File: src/design/grid_broadphase_pairs_2d_assert.svh
// ----------------------------------------------------------------------------
// Grid broadphase assertion macros
// Implication and next-cycle checks, clocked on clk and disabled in rst.
// ----------------------------------------------------------------------------
`ifndef GRID_BROADPHASE_PAIRS_2D_ASSERT_SVH
`define GRID_BROADPHASE_PAIRS_2D_ASSERT_SVH

`ifndef SYNTH
`define GBP_ASSERT_IMP(lbl, a, c) \
  lbl: assert property (@(posedge clk) disable iff (rst) (a) |-> (c)) \
    else $error("gbp: same-cycle check failed");
`define GBP_ASSERT_NXT(lbl, a, c) \
  lbl: assert property (@(posedge clk) disable iff (rst) (a) |=> (c)) \
    else $error("gbp: next-cycle check failed");
`else
`define GBP_ASSERT_IMP(lbl, a, c)
`define GBP_ASSERT_NXT(lbl, a, c)
`endif

`endif

File: src/design/gbp_fifo.sv
// ----------------------------------------------------------------------------
// gbp_fifo
// Small register queue with push/full and pop/empty, head shown while not empty.
// ----------------------------------------------------------------------------
`default_nettype none

module gbp_fifo #(
  parameter int WIDTH = 8,
  parameter int DEPTH = 4
) (
  input  wire logic             clk,
  input  wire logic             rst,
  input  wire logic             push,
  input  wire logic [WIDTH-1:0] wdata,
  output logic                  full,
  input  wire logic             pop,
  output logic [WIDTH-1:0]      rdata,
  output logic                  empty
);

  localparam int PTR_W = (DEPTH > 1) ? $clog2(DEPTH) : 1;
  localparam int CNT_W = $clog2(DEPTH + 1);

  logic [WIDTH-1:0] store [DEPTH];
  logic [PTR_W-1:0] wr_ptr;
  logic [PTR_W-1:0] rd_ptr;
  logic [CNT_W-1:0] count;
  logic             do_push;
  logic             do_pop;

  assign full    = (count == CNT_W'(DEPTH));
  assign empty   = (count == '0);
  assign do_push = push && !full;
  assign do_pop  = pop && !empty;
  assign rdata   = store[rd_ptr];

  always_ff @(posedge clk) begin
    if (do_push) begin
      store[wr_ptr] <= wdata;
    end
  end

  always_ff @(posedge clk) begin
    if (rst) begin
      wr_ptr <= '0;
      rd_ptr <= '0;
      count  <= '0;
    end else begin
      if (do_push) begin
        wr_ptr <= (wr_ptr == PTR_W'(DEPTH - 1)) ? '0 : wr_ptr + 1'b1;
      end
      if (do_pop) begin
        rd_ptr <= (rd_ptr == PTR_W'(DEPTH - 1)) ? '0 : rd_ptr + 1'b1;
      end
      if (do_push && !do_pop) begin
        count <= count + 1'b1;
      end else if (do_pop && !do_push) begin
        count <= count - 1'b1;
      end
    end
  end

endmodule

`default_nettype wire

File: config.mk
export PLATFORM = sky130hd
export DESIGN_NAME = gbp_fifo
export DESIGN_NICKNAME = d
export VERILOG_FILES = /design/src/design/grid_broadphase_pairs_2d_assert.svh /design/src/design/gbp_fifo.sv
export SDC_FILE = /design/constraint.sdc
export NUM_CORES = 1
export LEC_CHECK = 0
export BUFFER_PORTS_ARGS = -buffer_cell sky130_fd_sc_hd__buf_4
export CORE_AREA = 10 10 64 66
export DETAILED_ROUTE_END_ITERATION = 10
export DIE_AREA = 0 0 74 76
export GPL_TIMING_DRIVEN = 0
export PLACE_DENSITY = 0.82
export SLEW_MARGIN = 20
export SYNTH_ARGS = -nofsm -noshare
export SYNTH_HDL_FRONTEND = slang
export SYNTH_SLANG_ARGS = --single-unit
File: constraint.sdc
create_clock -name clk -period 4.4 [get_ports clk]
set_input_delay 0.88 -clock clk [delete_from_list [all_inputs] [get_ports clk]]
set_output_delay 0.88 -clock clk [all_outputs]
set_load 0.02 [all_outputs]
# ---- After elaboration in Yosys (flattened, before gate mapping)
# Memory sizes are Yosys's and may differ from the RTL's. A register that Yosys moved wholly into a read port is not among the register bits.
# Index checks and enable logic that the tools add are counted.
dict set report op_classes {
  reduce_logical 10
  n_mux 8
  addsub 4
  mul 0
  magnitude_cmp 0
  n_div 0
  bitwise 0
  eq_ne 3
  shift 0
}
# cell n
set ops {}
lappend ops {{$mux W2} 4}
lappend ops {{$mux W3} 2}
lappend ops {{$add A2 B1 Y2 const B} 2}
lappend ops {{$eq A2 B2 Y1 const B} 2}
lappend ops {{$logic_and A1 B1 Y1} 4}
lappend ops {{$logic_not A1 Y1} 4}
lappend ops {{$add A3 B1 Y3 const B} 1}
lappend ops {{$eq A3 B3 Y1 const B} 1}
lappend ops {{$logic_not A3 Y1} 1}
lappend ops {{$sub A3 B1 Y3 const B} 1}
lappend ops {{$mux W1} 2}
lappend ops {{$reduce_bool A2 Y1} 1}
dict set report totals {
  regBits 7
  latch_bits 0
  output_inout_bits 10
  wordCells 29
  input_bits 12
  n_memories 1
  ram_bits 32
  mem_bits_ro 0
}
# name words width read_ports rd_ports_with_merged_regs wr line_no
set mem_list {}
lappend mem_list {store 4 8 1 1 1 gbp_fifo.sv:24} ;# logic [WIDTH-1:0] store [DEPTH];

# ---- Longest topological paths before layout
# Gate-level depths: netlist of run 1.
dict set report logic_depth {
  depth_word 7
  mapped_depth 10
  mapped_depth_nobuf 9
}

# ---- Worst setup path before layout of run 1
# No wires, ideal clock.
dict set report synth_timing {
  kind {input port to flip-flop}
  startpoint {in push}
  endpoint {reg count[2]}
  t_required_ns 4.330
  stages 8
  setup_ns 0.070
  arrival_ns 2.313
  slack_ns 2.017
  n_path_buf 0
  cell_sequence {inv_1 > nor2_2 > ha_1 > inv_1 > fa_1 > xor2_1 > or3_2 > a21oi_1}
}
dict set report synth_between {
  elab_chain_cells 4
  word_cells_on_any_way 6
  classes_between {mux (1); reduce/logical (5)}
}
# element line_no
set synth_lines {}
lappend synth_lines {{from (decl)} gbp_fifo.sv:13} ;# input wire logic push,
lappend synth_lines {{$logic_and A1 B1 Y1 (*)} gbp_fifo.sv:33} ;# assign do_push = push && !full;
lappend synth_lines {{net do_push} gbp_fifo.sv:28} ;# logic do_push;
lappend synth_lines {{$logic_not A1 Y1} gbp_fifo.sv:57} ;# end else if (do_pop && !do_push) begin
lappend synth_lines {{$logic_and A1 B1 Y1} gbp_fifo.sv:57}
lappend synth_lines {{$reduce_bool A2 Y1 (no line)} --}
lappend synth_lines {{to (signal assigned)} gbp_fifo.sv:56} ;# count <= count + 1'b1;
lappend synth_lines {{to (signal assigned)} gbp_fifo.sv:58} ;# count <= count - 1'b1;
lappend synth_lines {{to (decl)} gbp_fifo.sv:27} ;# logic [CNT_W-1:0] count;
# Mark *: on every way through the listed nets, which the timed path passes. The rest lies on a longest branch.
# A chain may end at the register's enable or synchronous reset.

==> flow_summary_export.csv, run 1 <==
group,metric,value,unit
worst_setup_path,crit_type,"reg2out",
placed_design,dpl.hpwl,1.96,mm
floorplanning,die_w,74,um
placed_design,port_buffers,20,
clock_network,root_buffer,"clkbuf_4",
clock_network,clock_tree.buffer_depth,2,
timing,rsz0062_at_grt,"false",
cells_and_area,multi_input_area,457,um2
clock_network,htreeDepth,2,
worst_setup_path,arrival,1660,ps
worst_setup_path,slowest_delay,550,ps
cells_and_area,drive_above_1_share,0.370,
synthesis,ys_types,26,
global_routing,track_usage,0.101,
detailed_routing,wl,2.71,mm
clock_network,post_cts_resized,0,
floorplanning,fp-row-count,20,
worst_setup_path,worstPathRequired,3520,ps
synthesis,postSynthAreaPerCell,17.9,um2
synthesis,ys_seq_area_frac,0.694,
global_routing,grt-ovfl-total,0,
timing,hold_viol_final,0,
placed_design,gp_congestion,0.700,
cells_and_area,mostFrequentLayoutCells,"edfxtp_1, buf_4, dfxtp_1",
synthesis,mappedNetlistNets,111,
run,maxCapViolCount,0,
worst_setup_path,end_kind,"output port",
timing,drv_slew,0,
worst_setup_path,path_max_fanout,8,
cells_and_area,fin_nets,138,
clock_network,cts_setup_buffers,0,
clock_network,path_clk_slew,100,ps
power_and_ir_drop,ir_drop,322,uV
synthesis,ys_seq_elements,41,
detailed_routing,ant_nets,0,
synthesis,ys_warn_count,0,
global_routing,grt_max_degree,12,
floorplanning,die_h,76,um
global_routing,grt_pass1_vias,928,
worst_setup_path,crit_slowest_cell,"mux4_2",
detailed_routing,dr_total_vias,854,
timing,clock_skew,7.42,ps
power_and_ir_drop,powerDensity,527,mW/mm2
timing,max_freq,394,MHz
timing,fin_crit,2540,ps
synthesis,syn_area,0.00165,mm2
timing,maxSlewHeadroom,0.647,
clock_network,numClockSinks,41,
synthesis,ys_top_cells_by_area,"edfxtp_1, dfxtp_1, mux4_2",
cells_and_area,layout_commonest_cell,"edfxtp_1",
clock_network,numCtsBuffers,5,
cells_and_area,n_antenna_cell,0,
detailed_routing,drt-vias-per-instance,5.62,
cells_and_area,fillers,209,
floorplanning,die-area,0.00562,mm2
outcome,status,"finished, final reports clean",
clock_network,cts_tree,"yes",
power_and_ir_drop,power.leakage,0.698,nW
cells_and_area,design_area,0.00188,mm2
global_routing,grt_pass1_wl,4.25,mm
timing,tns,0,ps
cells_and_area,regArea,0.00114,mm2
clock_network,insertion_delay,340,ps
floorplanning,ios,22,
global_routing,antenna_found_initial,0,
synthesis,synth_top_area_frac,0.584,
worst_hold_path,hold_class,"reg2reg",
floorplanning,start_util,0.562,
worst_setup_path,startpoint_type,"flip-flop",
timing,worst_pin_slew,530,ps
synthesis,yosys.area.top_type,"edfxtp_1",
floorplanning,core_area,0.00293,mm2
synthesis,syn_inst,92,
detailed_routing,route.detailed.drc,0,
worst_setup_path,path_cells,"buf_2 > mux4_2 > buf_4",
detailed_routing,wire_per_inst,17.8,um
timing,setup_viol,0,
detailed_routing,drtIter0Drc,63,
timing,period_share,0.577,
detailed_routing,first_pass_iters,4,
cells_and_area,area_growth,14.4,%
clock_network,postCtsHoldBufs,0,
placed_design,placed_area,0.00184,mm2
-- kinds of logic after synthesis --
logic type                 share of synthesized area
xor gates and xnor gates                      0.0106
and+or+nand+nor                               0.0570
adders and majority gates                     0.0578
buffers and inverters                         0.0289
AOI/OAI and AO/OA                             0.0304
DFF                                            0.694
muxes                                          0.122
-- cells in the mapped netlist, drive strengths merged --
| master | number |
|---|---|
| or3 | 2 |
| buf | 3 |
| nor3 | 2 |
| and3 | 4 |
| nor2 | 4 |
| xor2 | 2 |
| clkbuf | 1 |
| dfxtp | 9 |
| nand2 | 1 |
| mux2i | 2 |
| a21oi | 3 |
| fa | 1 |
| mux4 | 8 |
| or3b | 1 |
| inv | 4 |
| nand3 | 2 |
| clkinv | 1 |
| o21ai | 2 |
| ha | 6 |
| edfxtp | 32 |
| o31ai | 2 |
-- registers in the layout, indices dropped and copies added (netlist names), named ones only --
signal / count
count: 3
rd_ptr: 2
wr_ptr: 2
store: 32
-- metrics by stage --
step                cells  power [mW]  hold slack (ps)   util  setup slack [ps]
global route          152        1.05              540  0.643              1750
detailed placement    145       0.840              485  0.627              1790
global placement      145       0.827              475  0.627              1820
CTS                   152        1.00              500  0.643              1810
floorplan              92       0.729              463      -              2020
finish                152       0.992              501  0.643              1860
-- power by group --
part           switching, mW  internal (mW)  total, mW
logic                  0.169          0.157      0.326
registers             0.0278          0.472      0.500
clock network          0.109         0.0581      0.167
total                  0.305          0.687      0.992
-- final timing paths --
check / start / to / slack (ps) / cells after the start
worst min-delay path: rd_ptr[0]$_SDFFE_PP0P_ / rd_ptr[0]$_SDFFE_PP0P_ / 500 / 2
worst max-delay path: flip-flop / rdata[3] / 1860 / 3
worst min register to register: rd_ptr[0]$_SDFFE_PP0P_ / rd_ptr[0]$_SDFFE_PP0P_ / 500 / 2
worst max register to register: count[0]$_SDFFE_PP0P_ / count[2]$_SDFFE_PP0P_ / 2080 / 10
-- area by class of cell --
cell class | count | share of cell area
Sequential cell | 41 | 0.606
Multi-Input combinational cell | 42 | 0.243
Timing Repair Buffer | 20 | 0.0798
Clock buffer | 6 | 0.0219
Tap cell | 33 | 0.0219
Buffer | 4 | 0.0126
Inverter | 5 | 0.0126
Clock inverter | 1 | 0.00199
-- metal layers --
metal | track usage | vias up | routed length [um]
li1 | - | 408 | -
met1 | 0.106 | 420 | 1100
met2 | 0.161 | 21 | 1370
met3 | 0.0469 | 5 | 193
met4 | 0.0541 | 0 | 53
met5 | 0 | - | 0
-- worst max-delay path: cells and delay by family, from the launching register on --
family	cells	cell delay [ps]
multiplexers	1	550
buffers and inverters	2	450
flip-flops	1	320
Power figures use the tool's default switching activity.
==> run 2, diff against run 1 <==
CORE_AREA = 10 10 69 71   (was 10 10 64 66)
DIE_AREA = 0 0 79 81   (was 0 0 74 76)
PLACE_DENSITY = 0.73   (was 0.82)
clock period = 2.2 ns   (was 4.4 ns; I/O delays follow)
==> flow_summary_export.csv, run 2 (same netlist as run 1, synthesis figures left out) <==
group,metric,value,unit
worst_setup_path,reg2reg_to,"count[2]$_SDFFE_PP0P_",
detailed_routing,wl_met3,172,um
worst_setup_path,path_max_fanout,4,
detailed_routing,wl_met2,1.45,mm
cells_and_area,mostFrequentLayoutCells,"edfxtp_1, buf_4, mux4_2",
detailed_routing,wl_met1,1.08,mm
worst_setup_path,r2r_start,"count[2]$_SDFFE_PP0P_",
detailed_routing,wire_per_inst,16.0,um
worst_setup_path,crit_end,"count[2]$_SDFFE_PP0P_",
timing,maxSlewHeadroom,0.705,
timing,period_share,0.952,
clock_network,htreeDepth,2,
clock_network,numCtsBuffers,5,
worst_setup_path,crit_type,"reg2reg",
floorplanning,fp-row-count,22,
floorplanning,core_area,0.00352,mm2
placed_design,port_buffers,20,
cells_and_area,top_register,"store",
placed_design,place_inst,160,
floorplanning,start_util,0.467,
detailed_routing,first_pass_iters,4,
clock_network,insertion_delay,350,ps
clock_network,clock_tree.buffer_depth,2,
cells_and_area,fin_util,0.569,
cells_and_area,largestRegisters,"store: 32 flops, count: 3 flops",
cells_and_area,fin_nets,141,
worst_setup_path,reg2reg_depth,10,
global_routing,antenna_found_initial,0,
global_routing,grt_pass1_wl,4.25,mm
outcome,status,"finished, final reports clean",
detailed_routing,route.detailed.drc,0,
run,maxCapViolCount,0,
worst_setup_path,startpoint_type,"flip-flop",
detailed_routing,drt-vias-per-instance,5.06,
clock_network,cts_tree,"yes",
cells_and_area,layout_commonest_cell,"edfxtp_1",
timing,clock_skew,7.48,ps
detailed_routing,ant_nets,0,
detailed_routing,top_layer,"met4",
timing,worst_pin_slew,441,ps
floorplanning,die_w,79,um
power_and_ir_drop,power.leakage,0.734,nW
power_and_ir_drop,ir_drop,586,uV
clock_network,path_clk_slew,110,ps
worst_setup_path,worstPathRequired,2480,ps
timing,rsz0062_at_grt,"false",
timing,fin_crit,2090,ps
floorplanning,ios,22,
cells_and_area,largest_register_ffs,32,
worst_setup_path,end_kind,"flip-flop",
floorplanning,die_h,81,um
timing,setup_viol,0,
clock_network,numClockSinks,41,
global_routing,grt-ovfl-total,0,
worst_setup_path,critical_path.startpoint,"count[2]$_SDFFE_PP0P_",
worst_hold_path,hold_class,"in2reg",
timing,max_freq,477,MHz
placed_design,gp_congestion,0.698,
timing,hold_viol_final,0,
global_routing,track_usage,0.0893,
detailed_routing,dr_total_vias,866,
detailed_routing,wl,2.74,mm
cells_and_area,fin_cells,171,
clock_network,root_buffer,"clkbuf_4",
worst_setup_path,arrival,2380,ps
detailed_routing,drtIter0Drc,36,
cells_and_area,n_antenna_cell,0,
cells_and_area,drive_above_1_share,0.463,
global_routing,grt_max_degree,14,
cells_and_area,area_growth,21.7,%
timing,whs,284,ps
global_routing,grt_pass1_vias,922,
worst_setup_path,r2r_slack,110,ps
power_and_ir_drop,powerDensity,1100,mW/mm2
placed_design,dpl.hpwl,1.96,mm
floorplanning,die-area,0.00640,mm2
timing,drv_slew,0,
[run 2: power by group]
group | switching, mW | internal (mW) | total (mW)
Sequential | 0.0737 | 0.954 | 1.03
Clock | 0.232 | 0.235 | 0.467
Combinational | 0.348 | 0.362 | 0.710
[run 2: cell type report]
type	instances	area, um2
well taps	48	60.1
repair buffers	24	180
fillers	303	1520
clock inverters	3	41.3
flip-flops and latches	41	1150
multi-input cells	42	485
inverters	5	23.8
plain buffers	3	22.5
clock buffers	5	37.5
[run 2: through the flow]
step / TNS [ps] / area [um2] / setup WS, ps / power (mW)
final: 0 / 2000 / 105 / 2.20
after global routing: 0 / 2000 / 31.3 / 2.32
after CTS: 0 / 1980 / 10.8 / 2.20
after global placement: -79.1 / 1860 / -79.1 / 1.66
after detailed placement: -154 / 1860 / -154 / 1.69
after floorplan: 0 / 1650 / 6.13 / 1.46
[run 2: how the worst min path moves through the flow]
| stage | start | endpoint | slack, ps | cells past startpoint |
|---|---|---|---|---|
| detailed placement | rd_ptr[0]$_SDFFE_PP0P_ | rd_ptr[0]$_SDFFE_PP0P_ | 490 | 2 |
| global placement | rd_ptr[0]$_SDFFE_PP0P_ | rd_ptr[0]$_SDFFE_PP0P_ | 470 | 2 |
| floorplan | rd_ptr[0]$_SDFFE_PP0P_ | flip-flop | 460 | 2 |
| global route | wdata[3] | store[3][3]$_DFFE_PP_ | 260 | 1 |
| CTS | wdata[4] | store[3][4]$_DFFE_PP_ | 270 | 1 |
| finish | wdata[2] | store[3][2]$_DFFE_PP_ | 280 | 1 |
[run 2: repair_timing]
item	in CTS	in global routing
resized for setup	10	4
pin swaps	1	2
endpoints found under the setup margin	1	8
endpoints found under the hold margin	0	0
gates cloned	0	0
setup buffers	2	2
hold buffers	0	0
[run 2: layer usage]
metal / vias up / track usage
met2: 18 / 0.153
li1: 415 / -
met3: 8 / 0.0475
met4: 0 / 0.0376
met5: - / 0
met1: 425 / 0.0892
[run 2: worst max-delay path, stage by stage (launching register included)]
cell and delay, ps:
dfxtp_4 370, or3b_4 230, buf_6 100, clkinv_4 50, nor2_4 100, ha_2 190, inv_1 60, fa_2 330
xor2_1 150, or3_4 330, a21oi_2 130
